<file path="config.mk">
export PLATFORM = sky130hd
export DESIGN_NAME = keyed_record_table
export DESIGN_NICKNAME = d
export VERILOG_FILES = /design/src/krt_pkg.sv /design/src/krt_ram.sv /design/src/krt_seq.sv /design/src/keyed_record_table.sv
export SDC_FILE = /design/constraint.sdc
export NUM_CORES = 2
export LEC_CHECK = 0
export ABC_AREA = 1
export BUFFER_PORTS_ARGS = -buffer_cell sky130_fd_sc_hd__clkbuf_2
export CORE_MARGIN = 1
export CORE_UTILIZATION = 46
export CTS_CLUSTER_DIAMETER = 40
export CTS_CLUSTER_SIZE = 28
export DETAILED_ROUTE_END_ITERATION = 6
export PLACE_DENSITY = 0.61
export RECOVER_POWER = 25
export SYNTH_ARGS = -nofsm -noshare
export SYNTH_HDL_FRONTEND = slang
export SYNTH_HIERARCHICAL = 1
export SYNTH_SLANG_ARGS = --single-unit
</file>
<file path="constraint.sdc">
create_clock -name clk -period 20.5 [get_ports clk]
set_input_delay 3.075 -clock clk [delete_from_list [all_inputs] [get_ports clk]]
set_output_delay 3.075 -clock clk [all_outputs]
set_load 0.05 [all_outputs]
</file>
<file path="src/krt_pkg.sv">
// Package for the keyed record table: request and status codes, field widths
// and the result record type shared by the sequencer and the top level.
// No dependencies.
`default_nettype none

package krt_pkg;

	// Field widths fixed by the stream format.
	localparam int KEY_W = 32;
	localparam int VAL_W = 32;
	localparam int IDX_W = 6;
	localparam int REQ_W = 2;
	localparam int ST_W = 2;
	localparam int ENTRY_W = KEY_W + VAL_W;
	localparam int IN_TDATA_W = 64;
	localparam int OUT_TDATA_W = 72;

	// Request kinds.
	localparam logic [REQ_W-1:0] REQ_ADD = 2'd0;
	localparam logic [REQ_W-1:0] REQ_LIST = 2'd1;
	localparam logic [REQ_W-1:0] REQ_SEARCH = 2'd2;
	localparam logic [REQ_W-1:0] REQ_DELETE = 2'd3;

	// Result status codes.
	localparam logic [ST_W-1:0] ST_OK = 2'd0;
	localparam logic [ST_W-1:0] ST_FULL = 2'd1;
	localparam logic [ST_W-1:0] ST_EMPTY = 2'd2;
	localparam logic [ST_W-1:0] ST_NOTFOUND = 2'd3;

	// One result record.
	typedef struct packed {
		logic [ST_W-1:0]         status;
		logic signed [KEY_W-1:0] key;
		logic signed [VAL_W-1:0] value;
		logic [IDX_W-1:0]        index;
		logic                    last;
	} res_t;

	// Builds a result record from its fields.
	function automatic res_t make_res(logic [ST_W-1:0] status, logic [KEY_W-1:0] key,
			logic [VAL_W-1:0] value, logic [IDX_W-1:0] index, logic last);
		res_t r;
		r.status = status;
		r.key = key;
		r.value = value;
		r.index = index;
		r.last = last;
		return r;
	endfunction

endpackage

`default_nettype wire

</file>
<file path="src/krt_ram.sv">
// Generic simple dual-port RAM: one write port and one read port with a
// registered read output. No dependencies.
`default_nettype none

module krt_ram #(
	parameter int WIDTH = 64,
	parameter int DEPTH = 64,
	localparam int AW = (DEPTH > 1) ? $clog2(DEPTH) : 1
) (
	input  wire logic             clk,
	input  wire logic             wr_en,
	input  wire logic [AW-1:0]    wr_addr,
	input  wire logic [WIDTH-1:0] wr_data,
	input  wire logic             rd_en,
	input  wire logic [AW-1:0]    rd_addr,
	output logic [WIDTH-1:0]      rd_data
);

	logic [WIDTH-1:0] mem_q [DEPTH];
	logic [WIDTH-1:0] rd_data_q;

	// Storage array; a read holds its data until the next read.
	always_ff @(posedge clk) begin
		if (wr_en) begin
			mem_q[wr_addr] <= wr_data;
		end
		if (rd_en) begin
			rd_data_q <= mem_q[rd_addr];
		end
	end

	assign rd_data = rd_data_q;

endmodule

`default_nettype wire

</file>
<file path="src/krt_seq.sv">
// Request sequencer of the keyed record table: decodes requests, walks the
// record memory for list, search and delete, and holds the result register.
// Depends on krt_pkg.
`default_nettype none

module krt_seq #(
	parameter int DEPTH = 64,
	localparam int AW = (DEPTH > 1) ? $clog2(DEPTH) : 1,
	localparam int CW = $clog2(DEPTH + 1)
) (
	input  wire logic                          clk,
	input  wire logic                          arst_n,
	// request side
	input  wire logic                          in_valid,
	output logic                               in_ready,
	input  wire logic [krt_pkg::REQ_W-1:0]     in_req,
	input  wire logic [krt_pkg::KEY_W-1:0]     in_key,
	input  wire logic [krt_pkg::VAL_W-1:0]     in_value,
	// result side
	output logic                               out_valid,
	input  wire logic                          out_ready,
	output krt_pkg::res_t                      out_res,
	// fill level of the table
	output logic [CW-1:0]                      count,
	// record memory
	output logic                               wr_en,
	output logic [AW-1:0]                      wr_addr,
	output logic [krt_pkg::ENTRY_W-1:0]        wr_data,
	output logic                               rd_en,
	output logic [AW-1:0]                      rd_addr,
	input  wire logic [krt_pkg::ENTRY_W-1:0]   rd_data
);

	typedef enum logic [3:0] {
		S_IDLE  = 4'b0001,
		S_ONE   = 4'b0010,
		S_SCAN  = 4'b0100,
		S_SHIFT = 4'b1000
	} state_t;

	state_t                        state_q, state_d;
	logic [CW-1:0]                 count_q, count_d;
	logic [AW-1:0]                 ptr_q, ptr_d;
	logic [krt_pkg::REQ_W-1:0]     req_q;
	logic [krt_pkg::KEY_W-1:0]     key_q;
	krt_pkg::res_t                 res_q, res_d;
	logic                          out_valid_q;
	krt_pkg::res_t                 out_res_q;
	logic                          emit;
	krt_pkg::res_t                 emit_res;
	logic                          can_emit;
	logic [CW-1:0]                 ptr_nxt, ptr_nxt2;
	logic                          last_ent, shift_done;
	logic [krt_pkg::KEY_W-1:0]     rd_key;
	logic [krt_pkg::VAL_W-1:0]     rd_val;
	krt_pkg::res_t                 entry_res;

	assign can_emit = !out_valid_q || out_ready;
	assign ptr_nxt = CW'(ptr_q) + CW'(1);
	assign ptr_nxt2 = ptr_nxt + CW'(1);
	assign last_ent = (ptr_nxt == count_q);
	assign shift_done = (ptr_nxt2 == count_q);
	assign rd_key = rd_data[krt_pkg::KEY_W-1:0];
	assign rd_val = rd_data[krt_pkg::ENTRY_W-1:krt_pkg::KEY_W];
	assign entry_res = krt_pkg::make_res(krt_pkg::ST_OK, rd_key, rd_val,
		krt_pkg::IDX_W'(ptr_q), last_ent);

	// Next-state logic: at most one memory read and at most one write per cycle.
	always_comb begin
		state_d = state_q;
		count_d = count_q;
		ptr_d = ptr_q;
		res_d = res_q;
		wr_en = 1'b0;
		wr_addr = ptr_q;
		wr_data = rd_data;
		rd_en = 1'b0;
		rd_addr = ptr_q;
		emit = 1'b0;
		emit_res = res_q;
		case (state_q)
			S_IDLE: begin
				if (in_valid) begin
					if (in_req == krt_pkg::REQ_ADD) begin
						if (count_q == CW'(DEPTH)) begin
							res_d = krt_pkg::make_res(krt_pkg::ST_FULL, '0, '0, '0, 1'b1);
						end else begin
							wr_en = 1'b1;
							wr_addr = count_q[AW-1:0];
							wr_data = {in_value, in_key};
							count_d = count_q + CW'(1);
							res_d = krt_pkg::make_res(krt_pkg::ST_OK, in_key, in_value,
								krt_pkg::IDX_W'(count_q), 1'b1);
						end
						state_d = S_ONE;
					end else if (count_q == '0) begin
						res_d = krt_pkg::make_res(krt_pkg::ST_EMPTY, '0, '0, '0, 1'b1);
						state_d = S_ONE;
					end else begin
						rd_en = 1'b1;
						rd_addr = '0;
						ptr_d = '0;
						state_d = S_SCAN;
					end
				end
			end
			S_ONE: begin
				if (can_emit) begin
					emit = 1'b1;
					state_d = S_IDLE;
				end
			end
			S_SCAN: begin
				if (req_q == krt_pkg::REQ_LIST) begin
					// One record per transfer; the next read waits for the result slot.
					if (can_emit) begin
						emit = 1'b1;
						emit_res = entry_res;
						if (last_ent) begin
							state_d = S_IDLE;
						end else begin
							rd_en = 1'b1;
							rd_addr = ptr_nxt[AW-1:0];
							ptr_d = ptr_nxt[AW-1:0];
						end
					end
				end else if (rd_key == key_q) begin
					res_d = entry_res;
					res_d.last = 1'b1;
					if (req_q == krt_pkg::REQ_DELETE && !last_ent) begin
						rd_en = 1'b1;
						rd_addr = ptr_nxt[AW-1:0];
						state_d = S_SHIFT;
					end else begin
						if (req_q == krt_pkg::REQ_DELETE) begin
							count_d = count_q - CW'(1);
						end
						state_d = S_ONE;
					end
				end else if (last_ent) begin
					res_d = krt_pkg::make_res(krt_pkg::ST_NOTFOUND, '0, '0, '0, 1'b1);
					state_d = S_ONE;
				end else begin
					rd_en = 1'b1;
					rd_addr = ptr_nxt[AW-1:0];
					ptr_d = ptr_nxt[AW-1:0];
				end
			end
			S_SHIFT: begin
				// The read data holds entry ptr+1; it moves down to ptr.
				wr_en = 1'b1;
				wr_addr = ptr_q;
				wr_data = rd_data;
				if (shift_done) begin
					count_d = count_q - CW'(1);
					state_d = S_ONE;
				end else begin
					rd_en = 1'b1;
					rd_addr = ptr_nxt2[AW-1:0];
					ptr_d = ptr_nxt[AW-1:0];
				end
			end
			default: begin
				state_d = S_IDLE;
			end
		endcase
	end

	// Control state.
	always_ff @(posedge clk or negedge arst_n) begin
		if (!arst_n) begin
			state_q <= S_IDLE;
			count_q <= '0;
			out_valid_q <= 1'b0;
		end else begin
			state_q <= state_d;
			count_q <= count_d;
			if (emit) begin
				out_valid_q <= 1'b1;
			end else if (out_ready) begin
				out_valid_q <= 1'b0;
			end
		end
	end

	// Request fields, walk pointer and result payload.
	always_ff @(posedge clk) begin
		ptr_q <= ptr_d;
		res_q <= res_d;
		if (in_valid && in_ready) begin
			req_q <= in_req;
			key_q <= in_key;
		end
		if (emit) begin
			out_res_q <= emit_res;
		end
	end

	assign in_ready = (state_q == S_IDLE);
	assign out_valid = out_valid_q;
	assign out_res = out_res_q;
	assign count = count_q;

endmodule

`default_nettype wire

</file>
<file path="src/keyed_record_table.sv">
// Keyed record table, top level: stream ports, record memory and sequencer.
// Depends on krt_pkg, krt_ram and krt_seq.
//
// Usage: requests arrive on the s_axis channel (tuser = request kind,
// tdata = key and value); results leave on m_axis (tuser = status,
// tdata = key, value and table position, tlast on the final result of a
// request). One request is worked on at a time; s_axis_tready is high
// only while the sequencer is idle.
// Add, and any request on an empty table, gives a single result. A search
// walks the records from position 0 and stops at the first hit or at the
// end; a delete then moves each later record down one position. A list
// gives one result per cycle while the receiver takes them. The walk over
// the record memory makes at most one read per cycle.
// When the receiver stalls, the result register holds its transfer and a
// list walk pauses; a new request is still taken while the last result waits.
// Reset clears the entry count, the sequencer state and the result valid flag;
// the memory contents are not cleared and no clearing pass is needed.
`default_nettype none

module keyed_record_table #(
	parameter int DEPTH = 64
) (
	input  wire logic                              clk,
	input  wire logic                              arst_n,
	input  wire logic                              s_axis_tvalid,
	output logic                                   s_axis_tready,
	// [31:0] rec_key, [63:32] rec_value
	input  wire logic [krt_pkg::IN_TDATA_W-1:0]    s_axis_tdata,
	// [1:0] req_type
	input  wire logic [krt_pkg::REQ_W-1:0]         s_axis_tuser,
	output logic                                   m_axis_tvalid,
	input  wire logic                              m_axis_tready,
	// [31:0] out_key, [63:32] out_value, [69:64] out_index, [71:70] zero
	output logic [krt_pkg::OUT_TDATA_W-1:0]        m_axis_tdata,
	// [1:0] status
	output logic [krt_pkg::ST_W-1:0]               m_axis_tuser,
	output logic                                   m_axis_tlast
);

	localparam int AW = (DEPTH > 1) ? $clog2(DEPTH) : 1;
	localparam int CW = $clog2(DEPTH + 1);
	localparam int PAD_W = krt_pkg::OUT_TDATA_W - krt_pkg::ENTRY_W - krt_pkg::IDX_W;

	logic                          wr_en, rd_en;
	logic [AW-1:0]                 wr_addr, rd_addr;
	logic [krt_pkg::ENTRY_W-1:0]   wr_data, rd_data;
	krt_pkg::res_t                 res;
	logic [CW-1:0]                 count;

	// Record memory: value in the upper half, key in the lower half.
	krt_ram #(
		.WIDTH(krt_pkg::ENTRY_W),
		.DEPTH(DEPTH)
	) u_ram (
		.clk(clk),
		.wr_en(wr_en),
		.wr_addr(wr_addr),
		.wr_data(wr_data),
		.rd_en(rd_en),
		.rd_addr(rd_addr),
		.rd_data(rd_data)
	);

	// Request sequencer and result register.
	krt_seq #(
		.DEPTH(DEPTH)
	) u_seq (
		.clk(clk),
		.arst_n(arst_n),
		.in_valid(s_axis_tvalid),
		.in_ready(s_axis_tready),
		.in_req(s_axis_tuser),
		.in_key(s_axis_tdata[krt_pkg::KEY_W-1:0]),
		.in_value(s_axis_tdata[krt_pkg::ENTRY_W-1:krt_pkg::KEY_W]),
		.out_valid(m_axis_tvalid),
		.out_ready(m_axis_tready),
		.out_res(res),
		.count(count),
		.wr_en(wr_en),
		.wr_addr(wr_addr),
		.wr_data(wr_data),
		.rd_en(rd_en),
		.rd_addr(rd_addr),
		.rd_data(rd_data)
	);

	// Pack the result record onto the output stream.
	assign m_axis_tdata = {PAD_W'(0), res.index, res.value, res.key};
	assign m_axis_tuser = res.status;
	assign m_axis_tlast = res.last;

`ifndef SYNTHESIS
	// The table never holds more than DEPTH records.
	a_count_range: assert property (@(posedge clk) disable iff (!arst_n)
		count <= CW'(DEPTH))
		else $error("entry count above capacity");

	// A full report carries no record and closes its request.
	a_full_clean: assert property (@(posedge clk) disable iff (!arst_n)
		m_axis_tvalid && m_axis_tuser == krt_pkg::ST_FULL |->
			m_axis_tlast && m_axis_tdata == '0)
		else $error("full status with record fields set");

	// Requests are worked on one at a time.
	a_one_request: assert property (@(posedge clk) disable iff (!arst_n)
		s_axis_tvalid && s_axis_tready |=> !s_axis_tready)
		else $error("second request taken while busy");
`endif

endmodule

`default_nettype wire

</file>
## After elaboration in Yosys (flattened, before gate mapping)

Memory sizes are Yosys's and may differ from the RTL's. A register that Yosys moved wholly into a read port is not among the register bits.
Index checks and enable logic that the tools add are counted.

| storage, ports and cells | value |
|---|---|
| flip-flop bits (word level) | 198 |
| RAM bits | 4,096 |
| input port bits | 70 |
| memories kept | 1 |

Memories:

| memory | words | bits a word | rd ports | clocked after Yosys merged registers in | wr ports | RTL line | source |
|---|---|---|---|---|---|---|---|
| u_ram.mem_q | 64 | 64 | 1 | 1 | 1 | krt_ram.sv:19 | `logic [WIDTH-1:0] mem_q [DEPTH];` |

| operators by class | value |
|---|---|
| add/subtract/negate cells | 4 |
| equal/unequal tests | 25 |
| mux-type cells | 75 |
| reduce and logical (&&, ||, !) cells | 14 |

Operators by type and width:

| cell | number |
|---|---|
| two-way mux 73 bit | 9 |
| two-way mux 64 bit | 4 |
| case mux 73 bit (2 select lines) | 1 |
| two-way mux 6 bit | 16 |
| two-way mux 72 bit | 1 |
| two-way mux 7 bit | 8 |
| two-way mux 4 bit | 10 |
| case mux 6 bit (3 select lines) | 2 |
| == test 32 bit | 1 |
| case mux 7 bit (3 select lines) | 1 |
| two-way mux 1 bit | 18 |
| case mux 4 bit (4 select lines) | 1 |
| adder 7 x 1 -> 7 bit, second input constant | 2 |
| == test 7 bit | 2 |
| != test 2 bit, second input constant | 6 |
| != test 3 x 2 -> 1 bit, second input constant | 3 |
| AND reduction 9 bit | 1 |
| != test 2 x 1 -> 1 bit, second input constant | 4 |
| adder 6 x 1 -> 7 bit, second input constant | 1 |
| == test 7 bit, second input constant | 1 |
| zero test 7 bit | 1 |
| subtractor 7 x 1 -> 7 bit, second input constant | 1 |
| AND reduction 6 bit | 1 |
| AND reduction 5 bit | 1 |
| 18 further kinds | 22 |

## Logic depth before layout (Yosys ltp)

| logic depth | value |
|---|---|
| depth after elaboration | 8 |
| mapped depth | 32 |
| depth with buffers taken out | 25 |

## Cells and area by module

The synthesis kept the hierarchy.

By module, submodules not included:

| module | instances | cells an instance | area an instance (µm²) |
|---|---|---|---|
| krt_ram | 1 | 13,406 | 165,965.4 |
| krt_seq | 1 | 1,312 | 11,131.9 |
| keyed_record_table | 1 | 3 | 18.8 |

## Least setup slack after synthesis

No wires, ideal clock.

| timing path | value |
|---|---|
| kind | input to register |
| start | in s_axis_tuser[1] (netlist bit) |
| end | mem u_ram.mem_q[32][0] (enable) |
| setup time | 0.645 ns |
| data arrival time | 10.710 ns |
| path slack | 9.145 ns |
| cell stages on the path | 10 |
| buffers on the path | 1 |
| cells stage by stage | nor2_2 -> inv_1 -> nor2_1 -> nand2_1 -> inv_2 -> buf_2 -> o32ai_1 -> nor2_1 -> nand3_1 -> nor4_1 |

| between the ends | value |
|---|---|
| elaborated cells on any way between the ends | 9 |
| those cells by class | mux (8); reduce/logical (1) |

RTL lines:

| item | RTL line | source |
|---|---|---|
| start: declaration | keyed_record_table.sv:30 | `input wire logic [krt_pkg::REQ_W-1:0] s_axis_tuser,` |
| zero test 2 bit | krt_seq.sv:84 | `if (in_req == krt_pkg::REQ_ADD) begin` |
| two-way mux 6 bit | krt_seq.sv:84 |  |
| two-way mux 6 bit | krt_seq.sv:83 | `if (in_valid) begin` |
| two-way mux 6 bit | krt_seq.sv:81 | `case (state_q)` |
| named net wr_addr[4] | keyed_record_table.sv:45 | `logic [AW-1:0] wr_addr, rd_addr;` |
| end: declaration | krt_ram.sv:19 |  |

The timed path passes the listed nets, and every way through them passes these cells.

## Final worst setup path

| timing path | value |
|---|---|
| start | reg u_seq.state_q[1] |
| end | reg u_ram.rd_data_q[17], in the netlist u_ram/rd_data[17], read port of u_ram.mem_q (enable) |

| between the ends | value |
|---|---|
| longest elaborated chain between the ends | 2 |
| elaborated cells on any way between the ends | 5 |
| those cells by class | eq/ne (3); mux (2) |

Ends and longest elaborated chain:

| item | RTL line | source |
|---|---|---|
| start: declaration | krt_seq.sv:41 | `state_t state_q, state_d;` |
| start signal: assignment | krt_seq.sv:176 | `state_q <= state_d;` |
| == test 4 bit, or another cell as far along | krt_seq.sv:81 |  |
| case mux 1 bit (3 select lines) (*) | krt_seq.sv:81 |  |
| named net rd_en | keyed_record_table.sv:44 | `logic wr_en, rd_en;` |
| end: declaration | krt_ram.sv:20 | `logic [WIDTH-1:0] rd_data_q;` |

The timed path passes the listed nets; every way through them passes the cells marked *.
A chain may end at the register's enable or synchronous reset.

==> flow_metrics.env <==
export IMPL_status="finished, violations left"
export IMPL_synth_fa_ha_area_frac=0.000678
export IMPL_synth_seq_area_share=0.738
export IMPL_die_area_um2=388000
export IMPL_dpl_hpwl_um=257000
export IMPL_synth_edf_count=4345
export IMPL_post_drt_wl_per_cell_um=24.9
export IMPL_hold_buffers=0
export IMPL_grt_setup_unrepaired="false"
export IMPL_yosysMostFrequentCell="nand2_1"
export IMPL_clock_latency_ns=0.94
export IMPL_slew_violations=2635
export IMPL_synth_avg_cell_area_um2=12.0
export IMPL_min_from="u_seq/state_q[2]$_DFFE_PN0P_"
export IMPL_grt_pass1_wl_um=742000
export IMPL_failed_checks="max-capacitance violations, max-slew violations"
export IMPL_placed_area_um2=183000
export IMPL_first_global_vias=110000
export IMPL_grt_util_met1=0.373
export IMPL_drc=0
export IMPL_drtAntennaViolNets=0
export IMPL_synth_warnings=6
export IMPL_fin_crit_ns=13.23
export IMPL_hold_viol=0
export IMPL_final_util=0.523
export IMPL_syn_area_um2=177000
export IMPL_cp_arrival_ns=13.68
export IMPL_worstPathMaxFanout=76
export IMPL_clk_pin_slew_worst_paths_ns=0.06
export IMPL_antenna_found_initial=27
export IMPL_area_growth_pct=13.2
export IMPL_num_vias=117000
export IMPL_rows=227
export IMPL_synthTopCellsByCount="4746 x nand2_1, 4345 x edfxtp_1, 4023 x nand3_1"
export IMPL_netlist_instances=14700
export IMPL_slew_headroom=-1.74
export IMPL_synthMuxAreaShare=0
export IMPL_synth_top_family_by_area="simple AND/OR/NAND/NOR gates"
export IMPL_n_fill_cell=32100
export IMPL_r2r_end="u_ram/rd_data[17]$_DFFE_PP_"
export IMPL_synth_seq_cells=4357
export IMPL_hp_class="reg -> reg"
export IMPL_dp_slack_ns=11.03
export IMPL_cts_root_buffer="clkbuf_16"
export IMPL_end_kind="register"
export IMPL_setup_slack_ns=7.27
export IMPL_h_tree_depth=6
export IMPL_synth_top_cell_area_share=0.737
export IMPL_synthSimpleGateAreaFrac=0.219
export IMPL_fin_skew_ns=0.0384
export IMPL_layout_nets=14800
export IMPL_max_cap_viol_count=43
export IMPL_layout_drive_gt1_share=0.0889
export IMPL_post_cts_setup_buffers=0
export IMPL_post_cts_resize_count=0
export IMPL_seq_area_um2=131000
export IMPL_r2r_start="u_seq/state_q[1]$_DFFE_PN0P_"
export IMPL_synth_top_cell_by_area="edfxtp_1"
export IMPL_io_pins=147
export IMPL_core_um2=383000
export IMPL_cts_tree="done"
export IMPL_grt_busiest_layer="met2"
export IMPL_synth_area_top_cells="edfxtp_1 74%, nand3_1 11%, nand2_1 10%"
export IMPL_start_util=0.463
export IMPL_rrSetupSlack_ns=7.27
export IMPL_multi_input_area_um2=41600
export IMPL_setup_viol=0
export IMPL_via_per_inst=5.81
export IMPL_clk_path_buf_depth=4
export IMPL_globalplace_congestion=0.860
export IMPL_overflow=0
export IMPL_tightestPinTransition_ns=4.11
export IMPL_synthFlopType="edfxtp_1"
export IMPL_gr_usage_met2=0.395
export IMPL_whs_endpoint="u_seq/state_q[2]$_DFFE_PN0P_"
export IMPL_yosysUniqueCellTypes=47
export IMPL_die_y_um=623
export IMPL_r2r_worst_path_cells=11
export IMPL_die_w_um=623
export IMPL_setup_tns_ns=0
export IMPL_cts_sinks=4357
export IMPL_hold_path_depth=2
export IMPL_async_flop_share=0.00275
export IMPL_routed_wl_um=504000
export IMPL_startpoint_type="register"
export IMPL_synth_xor_area_share=0.000932
export IMPL_fmax_mhz=75.6
export IMPL_worstPathRequired_ns=20.95
export IMPL_setup_worst_path_class="reg -> reg"
export IMPL_period_share=0.645
export IMPL_drtPass1Iterations=7
export IMPL_grt_util_all_layers=0.255
export IMPL_fin_area_um2=200000
export IMPL_numCtsBuffers=537
export IMPL_port_buffers=144
export IMPL_synth_compound_area_share=0.00848
export IMPL_drtIter0Drc=14400
export IMPL_use_met3=0.0467
export IMPL_grt_max_degree=191
==> final cells by class <==
class / instances / share of cell area
Sequential cell: 4357 / 0.653
Timing Repair Buffer: 457 / 0.0147
Multi-Input combinational cell: 9255 / 0.208
Tap cell: 5038 / 0.0315
Clock buffer: 600 / 0.0701
Inverter: 130 / 0.00274
Antenna cell: 12 / 0.000150
Clock inverter: 371 / 0.0209
==> worst max-delay path by stage <==
stage	startpoint	end	slack, ns
6_report	u_seq/state_q[1]$_DFFE_PN0P_	u_ram/rd_data[17]$_DFFE_PP_	7.27
5_1_grt	u_seq/state_q[1]$_DFFE_PN0P_	u_ram/rd_data[6]$_DFFE_PP_	6.54
4_1_cts	m_axis_tready	u_ram/rd_data[41]$_DFFE_PP_	11.99
3_5_place_dp	m_axis_tready	u_ram/rd_data[56]$_DFFE_PP_	11.03
3_3_place_gp	m_axis_tready	u_ram/rd_data[56]$_DFFE_PP_	11.01
2_1_floorplan	s_axis_tuser[1]	u_ram/mem_q[32][0]$_DFFE_PP_	9.15
==> metrics by stage <==
step	cells	hold slack, ns
CTS	20200	0.505
global route	20200	0.546
detailed placement	19200	0.491
global placement	19200	0.491
finish	20200	0.501
floorplan	14700	0.464
==> worst max-delay path: stages, from the launching register on <==
cell        delay, ns
dfrtp_1          0.41
nor2_1           0.19
clkinv_1         0.09
nor3_1           0.14
clkbuf_1         1.77
clkinvlp_2       2.78
clkbuf_1         1.48
nor2_1           0.46
nand3_1          0.14
nand4_1          0.13
clkbuf_1         2.67
clkbuf_1         2.36
==> layer usage <==
| layer | routed length (um) | vias up |
|---|---|---|
| li1 | - | 52600 |
| met1 | 212000 | 58100 |
| met2 | 230000 | 5993 |
| met3 | 51500 | 773 |
| met4 | 10500 | 2 |
| met5 | 172 | - |
==> state kept, by name (all words and copies together) (netlist names) <==
| name | count |
|---|---|
| u_seq/key_q | 32 |
| u_seq/res_q | 72 |
| u_ram/rd_data | 64 |
| u_seq/req_q | 2 |
| u_seq/ptr_q | 6 |
| u_seq/count | 7 |
| u_seq/state_q | 4 |
| u_seq/out_res | 73 |
| u_ram/mem_q | 4096 |
| u_seq/out_valid | 1 |
==> layout by cell type, fill, tap and decap left out, types with 4 or more instances in the layout <==
cell	netlist	final
xnor2_1	6	6
diode_2	0	12
nand4_1	16	16
o21ai_0	165	139
nand2_1	4746	4713
clkbuf_2	0	34
ha_1	8	8
o221ai_1	4	4
inv_1	112	109
inv_2	16	10
edfxtp_1	4345	4345
nand2_2	5	37
clkinv_4	0	38
dfrtp_1	11	11
nor2_1	141	88
nor4_2	0	8
a21oi_1	43	41
bufinv_16	0	66
o21ai_4	0	29
clkinvlp_4	0	53
nand3_1	4023	4021
buf_12	0	12
o31ai_1	28	28
xor2_1	11	11
clkinv_8	0	11
inv_6	0	67
inv_16	0	5
o21ai_2	6	5
nor2_4	0	59
buf_4	128	263
clkinv_1	0	68
clkbuf_16	0	554
inv_8	0	13
clkbuf_1	181	193
clkinv_2	0	58
==> logic make-up (layout without fill, tap and decap cells) <==
group	count (synthesis)	after routing
AO/OA/AOI/OAI	267	267
XOR/XNOR	18	18
adder cells (fa/ha/maj)	9	9
buffers and inverters	1110	1558
flip-flops	4357	4357
other	1	14
AND/OR/NAND/NOR	8959	8959
Power is left out: the tool's default activity adds up to more than one toggle a clock period on the data nets, which glitch-free logic cannot reach.
